[src/sv/lset_pkg.sv]
`timescale 1ns / 1ps
`default_nettype none

package lset_pkg;

	localparam int SENSOR_COUNT = 8;
	localparam int ALPHA_SCALE  = 256;
	localparam int ALPHA_W      = $clog2(ALPHA_SCALE);

	localparam int WEIGHT_W  = 8;
	localparam int WEIGHTS_W = 64;
	localparam int LIMIT_W   = 15;
	localparam int GAIN_W    = 9;
	localparam int DBAND_W   = 8;
	localparam int ERR_W     = 16;
	localparam int RAW_W     = 8;
	localparam int STAT_W    = 3;
	localparam int LOST_W    = 16;
	localparam int CFG_IDX_W = 2;

	localparam int CNT_W  = $clog2(SENSOR_COUNT + 1);
	localparam int IDX_W  = $clog2(SENSOR_COUNT);
	localparam int SUM_W  = $clog2(SENSOR_COUNT * 128) + 1;
	localparam int DVD_W  = SUM_W;
	localparam int DCNT_W = $clog2(DVD_W);

	localparam int MAG_W  = ERR_W + 1;
	localparam int PROD_W = MAG_W + GAIN_W;
	localparam int ADJ_W  = PROD_W + 1 - ALPHA_W;
	localparam int FILT_W = ADJ_W + 2;

	localparam int MIN_STEP = 4;

	localparam logic [WEIGHTS_W-1:0] WEIGHTS_RST = 64'h3626180AF6E8DACA;
	localparam logic [LIMIT_W-1:0]   LIMIT_RST   = 15'd80;
	localparam logic [GAIN_W-1:0]    GAIN_RST    = 9'd192;
	localparam logic [DBAND_W-1:0]   DBAND_RST   = 8'd3;

	typedef enum logic [CFG_IDX_W-1:0] {
		CFG_WEIGHTS = 2'd0,
		CFG_LIMIT   = 2'd1,
		CFG_GAIN    = 2'd2,
		CFG_DBAND   = 2'd3
	} cfg_idx_t;

	typedef enum logic [STAT_W-1:0] {
		STAT_LOST_UNKNOWN = 3'd0,
		STAT_LOST_LEFT    = 3'd1,
		STAT_LOST_RIGHT   = 3'd2,
		STAT_TRACKING     = 3'd3,
		STAT_CROSS_LINE   = 3'd4
	} status_t;

	typedef enum logic [2:0] {
		S_IDLE,
		S_ACC,
		S_DSTART,
		S_DIV,
		S_MUL,
		S_FIN
	} state_t;

	// symmetric clamp to +-lim
	function automatic logic signed [ERR_W-1:0] clamp_err(
		input logic signed [FILT_W-1:0] v,
		input logic [LIMIT_W-1:0]       lim
	);
		logic signed [FILT_W-1:0] hi;
		logic signed [FILT_W-1:0] lo;
		logic signed [FILT_W-1:0] r;
		hi = signed'(FILT_W'(lim));
		lo = -hi;
		if (v > hi) begin
			r = hi;
		end else if (v < lo) begin
			r = lo;
		end else begin
			r = v;
		end
		return r[ERR_W-1:0];
	endfunction

endpackage

`default_nettype wire

[src/sv/line_sensor_error_tracker_unit.sv]
`timescale 1ns / 1ps
`default_nettype none

// A sample is accepted only in idle; the weight sweep, the bit-serial divider, the gain
// multiply and the final step then run in order before the result is registered. A sample
// with no sensor active skips the divider and the multiply. No new sample is taken until the
// previous one is through, and the final step stalls while an unread result is held.
// A new sample is taken as soon as the previous result is registered, even if not yet read.
// Reset (arst_n low, asynchronous): tracking state zero, registers at defaults, no result.
module line_sensor_error_tracker_unit (
	input  wire logic                              clk,
	input  wire logic                              arst_n,
	input  wire logic                              cfg_wr_en,
	input  wire logic [lset_pkg::CFG_IDX_W-1:0]    cfg_index,
	input  wire logic [lset_pkg::WEIGHTS_W-1:0]    cfg_data,
	input  wire logic                              in_valid,
	output logic                                   in_ready,
	input  wire logic [7:0]                        pin_bits,
	output logic                                   out_valid,
	input  wire logic                              out_ready,
	output logic signed [lset_pkg::ERR_W-1:0]      error_out,
	output logic signed [lset_pkg::RAW_W-1:0]      raw_out,
	output logic [lset_pkg::STAT_W-1:0]            status_out,
	output logic [lset_pkg::CNT_W-1:0]             active_out,
	output logic [lset_pkg::LOST_W-1:0]            lost_out
);
	import lset_pkg::*;

	// configuration
	logic [WEIGHTS_W-1:0] weights_q;
	logic [LIMIT_W-1:0]   limit_q;
	logic [GAIN_W-1:0]    gain_q;
	logic [DBAND_W-1:0]   dband_q;

	// tracking state
	logic signed [ERR_W-1:0] cur_q;
	logic signed [ERR_W-1:0] prev_q;
	logic signed [RAW_W-1:0] raw_q;
	logic [LOST_W-1:0]       lost_cnt_q;
	logic                    have_q;

	// per-sample work registers
	state_t                  state_q, state_d;
	logic [SENSOR_COUNT-1:0] pins_q;
	logic [IDX_W-1:0]        idx_q;
	logic [CNT_W-1:0]        cnt_q;
	logic signed [SUM_W-1:0] sum_q;
	logic                    neg_q;
	logic signed [RAW_W-1:0] raw_new_q;
	logic                    dneg_q;
	logic [PROD_W-1:0]       prod_q;

	// output register
	logic                    out_valid_q;
	logic signed [ERR_W-1:0] err_out_q;
	logic signed [RAW_W-1:0] raw_out_q;
	status_t                 stat_out_q;
	logic [CNT_W-1:0]        act_out_q;
	logic [LOST_W-1:0]       lost_out_q;

	// control
	logic in_fire;
	logic div_start;
	logic commit;
	logic acc_last;

	// divider
	logic [DVD_W-1:0] dvd;
	logic             div_done;
	logic [DVD_W-1:0] div_quo;

	// datapath
	logic [CNT_W-1:0]        pop;
	logic [WEIGHT_W-1:0]     wsel;
	logic [SUM_W-1:0]        sum_abs;
	logic signed [RAW_W-1:0] quo_raw;
	logic signed [MAG_W:0]   delta;
	logic [MAG_W-1:0]        delta_mag;
	logic [GAIN_W-1:0]       gain_eff;
	logic [ADJ_W-1:0]        adj;
	logic signed [FILT_W-1:0] cur_x;
	logic signed [FILT_W-1:0] filt;
	logic signed [FILT_W-1:0] step;
	logic signed [FILT_W-1:0] step_c;
	logic signed [FILT_W-1:0] rec;
	logic signed [FILT_W-1:0] cand;
	logic [ERR_W-1:0]        cur_mag;
	logic                    lost;
	logic                    unknown;
	status_t                 stat_new;

	// configuration writes
	always_ff @(posedge clk or negedge arst_n) begin
		if (!arst_n) begin
			weights_q <= WEIGHTS_RST;
			limit_q   <= LIMIT_RST;
			gain_q    <= GAIN_RST;
			dband_q   <= DBAND_RST;
		end else if (cfg_wr_en) begin
			case (cfg_idx_t'(cfg_index))
				CFG_WEIGHTS: weights_q <= cfg_data;
				CFG_LIMIT:   limit_q   <= cfg_data[LIMIT_W-1:0];
				CFG_GAIN:    gain_q    <= cfg_data[GAIN_W-1:0];
				CFG_DBAND:   dband_q   <= cfg_data[DBAND_W-1:0];
				default: ;
			endcase
		end
	end

	// next state
	always_comb begin
		state_d = state_q;
		case (state_q)
			S_IDLE:   if (in_fire) state_d = S_ACC;
			S_ACC:    if (acc_last) state_d = (cnt_q == '0) ? S_FIN : S_DSTART;
			S_DSTART: state_d = S_DIV;
			S_DIV:    if (div_done) state_d = S_MUL;
			S_MUL:    state_d = S_FIN;
			S_FIN:    if (commit) state_d = S_IDLE;
			default:  state_d = S_IDLE;
		endcase
	end

	// control outputs
	always_comb begin
		in_ready  = 1'b0;
		div_start = 1'b0;
		commit    = 1'b0;
		case (state_q)
			S_IDLE:   in_ready  = 1'b1;
			S_DSTART: div_start = 1'b1;
			S_FIN:    commit    = !out_valid_q || out_ready;
			default: ;
		endcase
	end

	assign in_fire  = in_valid && in_ready;
	assign acc_last = idx_q == IDX_W'(SENSOR_COUNT - 1);

	always_ff @(posedge clk or negedge arst_n) begin
		if (!arst_n) begin
			state_q <= S_IDLE;
		end else begin
			state_q <= state_d;
		end
	end

	always_comb begin
		pop = '0;
		for (int i = 0; i < SENSOR_COUNT; i++) begin
			pop = pop + CNT_W'(pin_bits[i]);
		end
	end

	// accumulate one sensor weight per cycle
	assign wsel = weights_q[idx_q * WEIGHT_W +: WEIGHT_W];

	always_ff @(posedge clk) begin
		if (in_fire) begin
			pins_q <= pin_bits[SENSOR_COUNT-1:0];
			cnt_q  <= pop;
			idx_q  <= '0;
			sum_q  <= '0;
		end else if (state_q == S_ACC) begin
			idx_q <= idx_q + 1'b1;
			if (pins_q[idx_q]) begin
				sum_q <= sum_q + signed'({{(SUM_W - WEIGHT_W){wsel[WEIGHT_W-1]}}, wsel});
			end
		end
	end

	// round half away from zero: divide |sum| + count/2 and restore the sign
	assign sum_abs = sum_q[SUM_W-1] ? SUM_W'(-sum_q) : SUM_W'(sum_q);
	assign dvd     = sum_abs + SUM_W'(cnt_q >> 1);

	always_ff @(posedge clk) begin
		if (div_start) begin
			neg_q <= sum_q[SUM_W-1];
		end
	end

	lset_div u_div (
		.clk      (clk),
		.arst_n   (arst_n),
		.start    (div_start),
		.dividend (dvd),
		.divisor  (cnt_q),
		.done     (div_done),
		.quotient (div_quo)
	);

	assign quo_raw = neg_q ? -signed'(div_quo[RAW_W-1:0]) : signed'(div_quo[RAW_W-1:0]);

	always_comb begin
		if (gain_q == '0) begin
			gain_eff = GAIN_W'(1);
		end else if (gain_q > GAIN_W'(ALPHA_SCALE)) begin
			gain_eff = GAIN_W'(ALPHA_SCALE);
		end else begin
			gain_eff = gain_q;
		end
	end

	assign delta     = (MAG_W + 1)'(raw_new_q) - (MAG_W + 1)'(cur_q);
	assign delta_mag = delta[MAG_W] ? MAG_W'(-delta) : MAG_W'(delta);

	always_ff @(posedge clk) begin
		if (state_q == S_DIV && div_done) begin
			raw_new_q <= quo_raw;
		end
		if (state_q == S_MUL) begin
			dneg_q <= delta[MAG_W];
			prod_q <= PROD_W'(delta_mag * gain_eff);
		end
	end

	// final step: filter, lost recovery or zero when the side is unknown, then the shared clamp
	always_comb begin
		lost    = cnt_q == '0;
		cur_x   = FILT_W'(cur_q);
		adj     = ADJ_W'((PROD_W + 1)'(prod_q) + (PROD_W + 1)'(ALPHA_SCALE / 2) >> ALPHA_W);
		if (have_q) begin
			filt = dneg_q ? cur_x - FILT_W'(adj) : cur_x + FILT_W'(adj);
		end else begin
			filt = FILT_W'(raw_new_q);
		end

		cur_mag = cur_q[ERR_W-1] ? ERR_W'(-cur_q) : ERR_W'(cur_q);
		unknown = !have_q || (cur_mag <= ERR_W'(dband_q));

		step = cur_x - FILT_W'(prev_q);
		if (cur_q[ERR_W-1]) begin
			step = -step;
		end
		step_c = step;
		if (step_c < FILT_W'(MIN_STEP)) begin
			step_c = FILT_W'(MIN_STEP);
		end
		if (step_c > signed'(FILT_W'(limit_q))) begin
			step_c = signed'(FILT_W'(limit_q));
		end
		rec = cur_q[ERR_W-1] ? cur_x - step_c : cur_x + step_c;

		if (!lost) begin
			cand     = filt;
			stat_new = (cnt_q == CNT_W'(SENSOR_COUNT)) ? STAT_CROSS_LINE : STAT_TRACKING;
		end else if (unknown) begin
			cand     = '0;
			stat_new = STAT_LOST_UNKNOWN;
		end else begin
			cand     = rec;
			stat_new = cur_q[ERR_W-1] ? STAT_LOST_LEFT : STAT_LOST_RIGHT;
		end
	end

	always_ff @(posedge clk or negedge arst_n) begin
		if (!arst_n) begin
			cur_q      <= '0;
			prev_q     <= '0;
			raw_q      <= '0;
			lost_cnt_q <= '0;
			have_q     <= 1'b0;
		end else if (commit) begin
			cur_q  <= clamp_err(cand, limit_q);
			prev_q <= cur_q;
			if (lost) begin
				if (lost_cnt_q != '1) begin
					lost_cnt_q <= lost_cnt_q + 1'b1;
				end
			end else begin
				lost_cnt_q <= '0;
				raw_q      <= raw_new_q;
				have_q     <= 1'b1;
			end
		end
	end

	// output register: hold the transaction until taken
	always_ff @(posedge clk or negedge arst_n) begin
		if (!arst_n) begin
			out_valid_q <= 1'b0;
		end else if (commit) begin
			out_valid_q <= 1'b1;
		end else if (out_ready) begin
			out_valid_q <= 1'b0;
		end
	end

	always_ff @(posedge clk) begin
		if (commit) begin
			err_out_q  <= clamp_err(cand, limit_q);
			raw_out_q  <= lost ? raw_q : raw_new_q;
			stat_out_q <= stat_new;
			act_out_q  <= cnt_q;
			lost_out_q <= lost ? ((lost_cnt_q != '1) ? lost_cnt_q + 1'b1 : lost_cnt_q) : '0;
		end
	end

	assign out_valid  = out_valid_q;
	assign error_out  = err_out_q;
	assign raw_out    = raw_out_q;
	assign status_out = stat_out_q;
	assign active_out = act_out_q;
	assign lost_out   = lost_out_q;

	a_lost_status: assert property (@(posedge clk) disable iff (!arst_n)
		out_valid |-> ((active_out == '0) == (status_out == STAT_LOST_UNKNOWN
			|| status_out == STAT_LOST_LEFT || status_out == STAT_LOST_RIGHT)))
		else $error("status disagrees with active count");

	a_lost_clear: assert property (@(posedge clk) disable iff (!arst_n)
		out_valid && active_out != '0 |-> lost_out == '0)
		else $error("lost count not cleared on a line sample");

	a_err_bound: assert property (@(posedge clk) disable iff (!arst_n)
		out_valid |-> (error_out <= signed'(ERR_W'(limit_q))
			&& error_out >= -signed'(ERR_W'(limit_q))))
		else $error("error outside clamp bound");

	a_div_done: assert property (@(posedge clk) disable iff (!arst_n)
		div_done |-> state_q == S_DIV)
		else $error("divider finished outside its wait state");

endmodule

`default_nettype wire

[src/sv/lset_div.sv]
`timescale 1ns / 1ps
`default_nettype none

module lset_div (
	input  wire logic                      clk,
	input  wire logic                      arst_n,
	input  wire logic                      start,
	input  wire logic [lset_pkg::DVD_W-1:0] dividend,
	input  wire logic [lset_pkg::CNT_W-1:0] divisor,
	output logic                           done,
	output logic [lset_pkg::DVD_W-1:0]     quotient
);
	import lset_pkg::*;

	logic              busy_q;
	logic              done_q;
	logic [DCNT_W-1:0] cnt_q;
	logic [CNT_W-1:0]  rem_q;
	logic [DVD_W-1:0]  quo_q;
	logic [CNT_W-1:0]  dvs_q;

	logic [CNT_W:0]    trial;
	logic              fits;
	logic [CNT_W:0]    diff;

	// one restoring step per cycle while busy, quotient bits shift in behind the dividend
	always_comb begin
		trial = {rem_q, quo_q[DVD_W-1]};
		fits  = trial >= {1'b0, dvs_q};
		diff  = trial - {1'b0, dvs_q};
	end

	always_ff @(posedge clk or negedge arst_n) begin
		if (!arst_n) begin
			busy_q <= 1'b0;
			done_q <= 1'b0;
			cnt_q  <= '0;
		end else begin
			done_q <= 1'b0;
			if (start) begin
				busy_q <= 1'b1;
				cnt_q  <= '0;
			end else if (busy_q) begin
				cnt_q <= cnt_q + 1'b1;
				if (cnt_q == DCNT_W'(DVD_W - 1)) begin
					busy_q <= 1'b0;
					done_q <= 1'b1;
				end
			end
		end
	end

	always_ff @(posedge clk) begin
		if (start) begin
			rem_q <= '0;
			quo_q <= dividend;
			dvs_q <= divisor;
		end else if (busy_q) begin
			rem_q <= fits ? diff[CNT_W-1:0] : trial[CNT_W-1:0];
			quo_q <= {quo_q[DVD_W-2:0], fits};
		end
	end

	assign done     = done_q;
	assign quotient = quo_q;

endmodule

`default_nettype wire
[config.mk]
export PLATFORM = sky130hd
export DESIGN_NAME = line_sensor_error_tracker_unit
export DESIGN_NICKNAME = d
export VERILOG_FILES = /design/src/sv/lset_pkg.sv /design/src/sv/line_sensor_error_tracker_unit.sv /design/src/sv/lset_div.sv
export SDC_FILE = /design/constraint.sdc
export NUM_CORES = 1
export LEC_CHECK = 0
export ABC_AREA = 1
export BUFFER_PORTS_ARGS = -buffer_cell sky130_fd_sc_hd__buf_2
export CAP_MARGIN = 10
export CORE_MARGIN = 5
export CORE_UTILIZATION = 35
export DETAILED_ROUTE_END_ITERATION = 7
export PLACE_DENSITY = 0.47
export SLEW_MARGIN = 20
export SYNTH_ARGS = -nofsm -noshare
export SYNTH_HDL_FRONTEND = slang
export SYNTH_SLANG_ARGS = --single-unit
[constraint.sdc]
create_clock -name clk -period 12.5 [get_ports clk]
set_input_delay 1.25 -clock clk [delete_from_list [all_inputs] [get_ports clk]]
set_output_delay 1.25 -clock clk [all_outputs]
set_load 0.01 [all_outputs]
# [After elaboration in Yosys (flattened, before gate mapping)]
# Cells that the tools add are included.
[word_totals] output_inout_bits=49 ramBits=0 mem_bits_ro=0 memories=0 latchBits=0 register_bits=291 inputBits=79 elab_cells=149
[classes] shifts=1 div_mod_pow=0 n_addsub=26 mux=47 order_cmp=8 n_bitwise=1 n_eq_ne=16 n_mul=1 n_reduce_logical=19
[op_table] op="2-to-1 mux 21 bit" n=8
[op_table] op="2-to-1 mux 16 bit" n=5
[op_table] op="variable part select 64 x 7 -> 8 bit" n=1
[op_table] op="greater-than comparator 21 x 16 -> 1 bit" n=2
[op_table] op="2-to-1 mux 11 bit" n=3
[op_table] op="adder 26 x 8 -> 27 bit, second input constant" n=1
[op_table] op="multiplier 17 x 9 -> 26 bit" n=1
[op_table] op="adder 16 x 20 -> 21 bit" n=1
[op_table] op="adder 16 x 21 -> 21 bit" n=1
[op_table] op="< comparator 21 bit" n=1
[op_table] op="< comparator 21 x 4 -> 1 bit, second input constant" n=1
[op_table] op="2-to-1 mux 3 bit" n=7
[op_table] op="negator 15 -> 21 bit" n=1
[op_table] op="negator 17 -> 21 bit" n=1
[op_table] op="subtractor 16 x 20 -> 21 bit" n=1
[op_table] op="subtractor 16 x 21 -> 21 bit" n=1
[op_table] op="2-to-1 mux 9 bit" n=2
[op_table] op="case mux 3 bit (6 select lines)" n=1
[op_table] op="2-to-1 mux 17 bit" n=1
[op_table] op="negator 17 bit" n=1
[op_table] op="subtractor 16 x 16 -> 17 bit" n=1
[op_table] op="subtractor 8 x 16 -> 17 bit" n=1
[op_table] op="adder 16 x 1 -> 16 bit, second input constant" n=1
[op_table] op="adder 4 x 1 -> 4 bit" n=4
[op_table] op="40 further kinds" n=71

# [Longest topological paths before layout]
# Gate-level depths: netlist of the first run.
[depth] depth_word=14 depth_mapped=80

# [Hierarchy]
# From an unflattened synthesis of the first run, not the netlist that was laid out.
[unflattened] hier_cells=3342 hier_area_um2=25568.3
[by_module_without_submodules] mod="line_sensor_error_tracker_unit" area_each_um2=24352.1 n_inst=1 seq_area_each_um2=6896.6 cells_each=3214
[by_module_without_submodules] mod="lset_div" area_each_um2=1216.2 n_inst=1 seq_area_each_um2=680.7 cells_each=128

# [Least setup slack after synthesis of the first run]
# No wires, ideal clock.
[synth_path] path_type="register -> register" start="reg cur_q[1]" end="reg err_out_q[13] (netlist: error_out[13]) (data pin)" arrival_ns=9.488 path_slack_ns=2.758 setup_ns=0.255 required_time_ns=12.245 stages_incl_launch_ff=74 synth_period_minus_slack_ns=9.742 n_path_buf=3 cell_sequence="dfrtp_1 inv_1 fa_1 ha_1 inv_1 a21oi_1 nand3_1 nor2_1 nand2_1 nor2_1 nand2_1 o21ai_0 xor2_1 nor4b_1 nand4_1 nor4_1 ha_1 clkinv_1 [38 not listed] nand2_2 nand2_2 nand2_1 nand3_1 nand2_2 ha_1 nand2_1 inv_1 nor2_1 nor2_1 nor4_1 nand2_4 nand2_4 buf_6 nand2_1 nand2_1 nand2_1 and2_1"
[synth_between] elab_chain_cells=14
[synth_rtl] element="from (decl)" line="line_sensor_error_tracker_unit.sv:36" rtl="logic signed [ERR_W-1:0] cur_q;"
[synth_rtl] element="from (signal assigned)" line="line_sensor_error_tracker_unit.sv:264" rtl="cur_q <= clamp_err(cand, limit_q);"
[synth_rtl] element="subtractor 16 x 16 -> 17 bit" line="line_sensor_error_tracker_unit.sv:231" rtl="step = cur_x - FILT_W'(prev_q);"
[synth_rtl] element="negator 17 -> 21 bit" line="line_sensor_error_tracker_unit.sv:233" rtl="step = -step;"
[synth_rtl] element="2-to-1 mux 21 bit" line="line_sensor_error_tracker_unit.sv:232" rtl="if (cur_q[ERR_W-1]) begin"
[synth_rtl] element="< comparator 21 x 4 -> 1 bit" line="line_sensor_error_tracker_unit.sv:236" rtl="if (step_c < FILT_W'(MIN_STEP)) begin"
[synth_rtl] element="2-to-1 mux 21 bit" line="line_sensor_error_tracker_unit.sv:236"
[synth_rtl] element="greater-than comparator 21 x 16 -> 1 bit" line="line_sensor_error_tracker_unit.sv:239" rtl="if (step_c > signed'(FILT_W'(limit_q))) begin"
[synth_rtl] element="2-to-1 mux 21 bit" line="line_sensor_error_tracker_unit.sv:239"
[synth_rtl] element="adder 16 x 21 -> 21 bit / subtractor 16 x 21 -> 21 bit (equally long branches)" line="line_sensor_error_tracker_unit.sv:242" rtl="rec = cur_q[ERR_W-1] ? cur_x - step_c : cur_x + step_c;"
[synth_rtl] element="2-to-1 mux 21 bit" line="line_sensor_error_tracker_unit.sv:242"
[synth_rtl] element="2-to-1 mux 21 bit" line="line_sensor_error_tracker_unit.sv:247" rtl="end else if (unknown) begin"
[synth_rtl] element="2-to-1 mux 21 bit *" line="line_sensor_error_tracker_unit.sv:244" rtl="if (!lost) begin"
[synth_rtl] element="< comparator 21 bit" line="lset_pkg.sv:75" rtl="end else if (v < lo) begin"
[synth_rtl] element="2-to-1 mux 16 bit" line="lset_pkg.sv:75"
[synth_rtl] element="2-to-1 mux 16 bit *" line="lset_pkg.sv:73" rtl="if (v > hi) begin"
[synth_rtl] element="to (signal assigned)" line="line_sensor_error_tracker_unit.sv:291" rtl="err_out_q <= clamp_err(cand, limit_q);"
[synth_rtl] element="to (decl)" line="line_sensor_error_tracker_unit.sv:55" rtl="logic signed [ERR_W-1:0] err_out_q;"
# Mark *: on every way between the ends. The rest lies on a longest branch, timed or not.
# A chain may end at the register's enable or synchronous reset.

# [Worst setup path after layout of the first run]
[layout_path] start="reg cur_q[1]" end="reg err_out_q[7] (netlist: error_out[7]) (data pin)"
# The elaborated chain is that of the path after synthesis.

==> results of run 1 <==
-- kinds of logic (layout without fill, tap and decap cells) --
| family | after synthesis | count (layout) | synth area share [%] |
|---|---|---|---|
| AO/OA/AOI/OAI | 508 | 508 | 10.85 |
| XOR/XNOR | 166 | 166 | 5.697 |
| multiplexers | 49 | 49 | 2.162 |
| adder cells (fa/ha/maj) | 316 | 316 | 18.91 |
| other | 0 | 2 | 0 |
| AND/OR/NAND/NOR | 1389 | 1389 | 23.33 |
| buffers and inverters | 621 | 768 | 9.365 |
| flip-flops | 284 | 284 | 29.69 |
-- how the worst min path moves through the flow --
stage                        start              to  slack (ns)  cells past startpoint
finish              u_div.rem_q[3]  u_div.rem_q[3]        0.47                      2
global route        u_div.rem_q[3]  u_div.rem_q[3]        0.50                      2
CTS                 u_div.rem_q[3]  u_div.rem_q[3]        0.48                      2
detailed placement  u_div.rem_q[3]  u_div.rem_q[3]        0.47                      2
global placement    u_div.rem_q[3]  u_div.rem_q[3]        0.47                      2
floorplan                sum_q[10]           neg_q        0.41                      0
-- sequential cells by signal, indices dropped and copies added (netlist names), 9 cells and up --
| register | count |
|---|---|
| prod_q | 19 |
| weights_q | 64 |
| lost_cnt_q | 16 |
| cur_q | 16 |
| prev_q | 16 |
| sum_q | 11 |
| limit_q | 15 |
| gain_q | 9 |
| lost_out | 16 |
| u_div.quotient | 11 |
| error_out | 16 |
-- final cells by class --
cell class | count | area (µm²) | share of cell area, %
Antenna cell | 2 | 5.005 | 0.01755
Clock buffer | 53 | 1056 | 3.703
Clock inverter | 12 | 143.9 | 0.5045
Inverter | 540 | 2031 | 7.120
Multi-Input combinational cell | 2428 | 15590 | 54.67
Sequential cell | 284 | 7577 | 26.57
Tap cell | 959 | 1200 | 4.207
Timing Repair Buffer | 163 | 914.6 | 3.207
-- placed cells by master (no fill, tap or decap), types with 36 or more instances in the layout --
cell type,n
nor2_1,256
xnor2_1,38
nor3_1,55
o21ai_0,253
buf_2,126
inv_1,525
buf_4,36
edfxtp_1,103
ha_1,200
nand3_1,192
dfstp_2,36
clkbuf_16,37
nand2_1,746
fa_1,116
mux2_2,49
a21oi_1,163
xor2_1,128
dfrtp_1,127
-- metal layers --
metal,routed length [µm],up-vias
met3,2618,77
li1,-,11050
met4,1576,0
met5,0,-
met1,35720,10270
met2,36420,365
-- timing repair --
item | 4_1_cts | 5_1_grt
endpoints found under the setup margin | 0 | 26
hold buffers | 0 | 0
resized for setup | 0 | 2
hold endpoints to repair | 0 | 0
-- critical path, delay by kind of cell, from the launching register on --
family	cells	cell delay, ns
flip-flops	1	0.56
buffers and inverters	9	0.99
AO/OA/AOI/OAI	12	2.20
XOR/XNOR	2	0.41
AND/OR/NAND/NOR	36	4.65
adder cells (fa/ha/maj)	7	2.24
-- through the flow --
stage	area, µm²	std cells
after floorplan	25520	3333
final	28520	4441
after global placement	27300	4374
after global routing	28520	4440
after detailed placement	27300	4374
after CTS	28500	4439
==> impl_metrics.json, run 1 <==
{
  "outcome": "complete, no violations",
  "endpoint": "error_out[7]",
  "fin_crit_ns": 11.34,
  "synth_top_area_share_pct": 12.45,
  "maxCapViolCount": 0,
  "vias": 21760,
  "yosysSeqAreaShare_pct": 29.69,
  "ys_seq_elements": 284,
  "grt_pass1_vias": 21430,
  "root_buffer": "clkbuf_16",
  "startpoint_type": "flop",
  "cts_setup_buffers": 0,
  "cp_max_fo": 27,
  "cts_inserted_buffers": 36,
  "core_area_um2": 72590,
  "post-dp-hpwl_um": 60430,
  "io_pins": 128,
  "path_clk_slew_ns": 0.06,
  "post-place-ws_ns": 1.142,
  "grt_max_degree": 80,
  "use_met1_pct": 26.64,
  "synth_cells": 3333,
  "rsz0062_at_grt": "false",
  "drive_above_1_share_pct": 11.01,
  "cts.htree.levels": 2,
  "gr-total-overflow": 0,
  "grt_use_total_pct": 19.29,
  "place.gp.congestion": 0.9340,
  "area_growth_pct": 11.76,
  "yosys_warnings": 0,
  "rrSetupSlack_ns": 1.16,
  "synth_area_leader_cell": "dfrtp_1",
  "routed_wirelength_um": 76330,
  "worst_pin_slew_ns": 0.9747,
  "finalSetupTns_ns": 0,
  "path_common_cell": "nand2_1",
  "startpoint": "cur_q[1]",
  "critPathKind": "reg2reg",
  "drt_first_pass_iters": 7,
  "clockBufferDepth": 3,
  "slew_headroom_pct": 35.02,
  "cts_tree": "yes",
  "worst_skew_pair.late_latency_ns": 0.57,
  "fin_skew_ns": 0.03767,
  "synth_edf_count": 103,
  "slew_violations": 0,
  "reg2reg_from": "cur_q[1]",
  "synth_cell_types": 57,
  "fin_util_pct": 39.29,
  "critPathMaxStageDelay_ns": 0.65,
  "cts.sinks": 284,
  "grt_use_met3_pct": 1.947,
  "initial_core_util_pct": 35.16,
  "busiest_layer": "met2",
  "async_reset_ff_share_pct": 57.39,
  "row_count": 99,
  "netlist_area_um2": 25520,
  "synthTopCellsByCount": "746 x nand2_1, 525 x inv_1, 259 x nor2_1",
  "report.final.setup_viol": 0,
  "numPortBuffers": 127,
  "num-fill-cells": 7730,
  "synth_fp_nets": 3728,
  "synth.most_common_cell": "nand2_1",
  "cp.arrival_ns": 11.67,
  "finalCritPeriodShare_pct": 90.72,
  "rr_endpoint": "error_out[7]",
  "endpoint_kind": "flop",
  "drc": 0,
  "hold_class": "reg2reg",
  "critPathSlowestCell": "fa_1",
  "die-width_um": 280.0,
  "drtIter0Drc": 1380,
  "fmax_mhz": 88.18,
  "yosys_most_used_dff": "dfrtp_1",
  "post_drt_wl_per_cell_um": 17.19,
  "worstPathRequired_ns": 12.83,
  "finalNetCount": 3848,
  "ant_nets": 0,
  "hold_viol_final": 0,
  "die_area_um2": 78410,
  "grt_pass1_wl_um": 120800,
  "setup_slack_ns": 1.160,
  "met2_usage_pct": 33.10,
  "antenna_found_initial": 1,
  "yosys-top-cells-area": "dfrtp_1 12%, edfxtp_1 12%, nand2_1 11%",
  "worst-r2r-cell-count": 66,
  "syn_area_per_cell_um2": 7.657,
  "die_h_um": 280.0,
  "vias_per_cell": 4.899,
  "hold_ws_ns": 0.4674
}
Power of run 1 is left out: the tool's default activity adds up to more than one toggle a clock period on the data nets, which glitch-free logic cannot reach.
==> run 2: changes to the inputs <==
- CORE_ASPECT_RATIO: not set -> 1.25
- CORE_UTILIZATION: 35 -> 25
- PLACE_DENSITY: 0.47 -> 0.36
- REMOVE_ABC_BUFFERS: not set -> 1
==> impl_metrics.json, run 2 (synthesis results as in run 1) <==
{
  "post-dp-hpwl_um": 70000,
  "fin_crit_ns": 11.33,
  "core_area_um2": 101800,
  "hold_class": "reg2reg",
  "routed_wirelength_um": 88560,
  "outcome": "complete, no violations",
  "grt_pass1_vias": 22480,
  "grt_pass1_wl_um": 134700,
  "die_area_um2": 108600,
  "post_drt_wl_per_cell_um": 18.37,
  "drtIter0Drc": 1135,
  "slew_violations": 0,
  "cp_max_fo": 27,
  "reg2reg_from": "cur_q[0]",
  "die_h_um": 367.2,
  "final_cell_mix": "746 x nand2_1, 524 x inv_1, 256 x nor2_1",
  "finalCritPeriodShare_pct": 90.65,
  "largest_reg_flops": 64,
  "path_clk_slew_ns": 0.06,
  "antenna_found_initial": 2,
  "top_regs": "weights_q: 64 flops, prod_q: 19 flops",
  "finalNetCount": 3856,
  "worstPathRequired_ns": 12.82,
  "slew_headroom_pct": 30.94,
  "cts_tree": "yes",
  "maxCapViolCount": 0,
  "holdPathEnd": "raw_q[2]",
  "critPathKind": "reg2reg",
  "fmax_mhz": 88.25,
  "gr-total-overflow": 0,
  "io_pins": 128,
  "cts.htree.levels": 2,
  "rr_endpoint": "error_out[1]",
  "vias": 21760,
  "endpoint_kind": "flop",
  "regMostFlops": "weights_q",
  "worst-r2r-cell-count": 67,
  "drive_above_1_share_pct": 11.37,
  "drc": 0,
  "clockBufferDepth": 3,
  "path_common_cell": "nand2_1",
  "numPortBuffers": 127,
  "place.gp.congestion": 0.8747,
  "grt_max_degree": 80,
  "finalSetupTns_ns": 0,
  "initial_core_util_pct": 25.07,
  "row_count": 131,
  "cp.arrival_ns": 11.65,
  "whs_path_depth": 2,
  "root_buffer": "clkbuf_16",
  "ant_nets": 0,
  "cts.sinks": 284,
  "hold_viol_final": 0,
  "vias_per_cell": 4.513,
  "startpoint_type": "flop",
  "critPathMaxStageDelay_ns": 0.54,
  "hold_buffers": 0,
  "critPathSlowestCell": "fa_1",
  "die-width_um": 295.8,
  "final_common_cell": "nand2_1",
  "drt_first_pass_iters": 5,
  "rrSetupSlack_ns": 1.17,
  "worst_pin_slew_ns": 1.036,
  "fin_skew_ns": 0.03587,
  "grt_use_total_pct": 16.07,
  "hold_path.startpoint": "raw_q[2]",
  "antenna_cells": 0,
  "worst_skew_pair.late_latency_ns": 0.59,
  "rsz0062_at_grt": "false",
  "report.final.setup_viol": 0,
  "cts_inserted_buffers": 39,
  "area_growth_pct": 14.30
}
run 2: final cells by class:
class                      instances  area (µm²)
multi-input combinational       2428       15610
sequential                       284        7577
fill                           11150       72620
clock buffer                      44        1035
timing repair buffer             168       952.2
inverter                         540        2031
tap                             1330        1664
clock inverter                    28       299.0
run 2: per-layer routing:
layer	GRT usage [%]	share of wire, %	vias to the layer above
met1	19.51	42	10220
met5	0	0	-
met2	28.89	50	355
li1	-	-	11070
met4	6.097	4.4	0
met3	1.972	3.2	121
run 2: critical path, delay by kind of cell, from the launching register on:
kind | cells | cell delay, ns
compound gates | 13 | 2.38
xor+xnor | 2 | 0.46
fa+ha+maj | 8 | 2.45
buf+inv | 9 | 0.91
flops | 1 | 0.39
simple gates | 35 | 4.49
run 2: what timing repair did:
action,in CTS,in global routing
gates resized for setup,0,6
setup buffers,0,1
setup endpoints to repair,0,32
run 2: worst max-delay path by stage:
stage	from	end	slack, ns	cells past startpoint
global route	cur_q[0]	cur_q[0]	0.005	66
floorplan	cur_q[1]	error_out[10]	2.68	70
finish	cur_q[0]	error_out[1]	1.17	67
CTS	cur_q[0]	error_out[1]	0.82	66
global placement	cur_q[0]	error_out[8]	1.24	71
detailed placement	cur_q[0]	error_out[1]	0.88	66
run 2: metrics by stage:
step	std cells	hold slack, ns	utilization, %	worst slack (ns)	instance area, µm²
3_3_place_gp	4749	0.4695	27.31	1.242	27800
2_1_floorplan	3252	0.4286	-	2.683	25160
6_report	4822	0.4818	28.66	1.169	29170
3_5_place_dp	4749	0.4739	27.31	0.8755	27800
5_1_grt	4822	0.5046	28.66	0.004975	29170
4_1_cts	4821	0.4896	28.62	0.8229	29130
Power of run 2 is left out for the same reason.
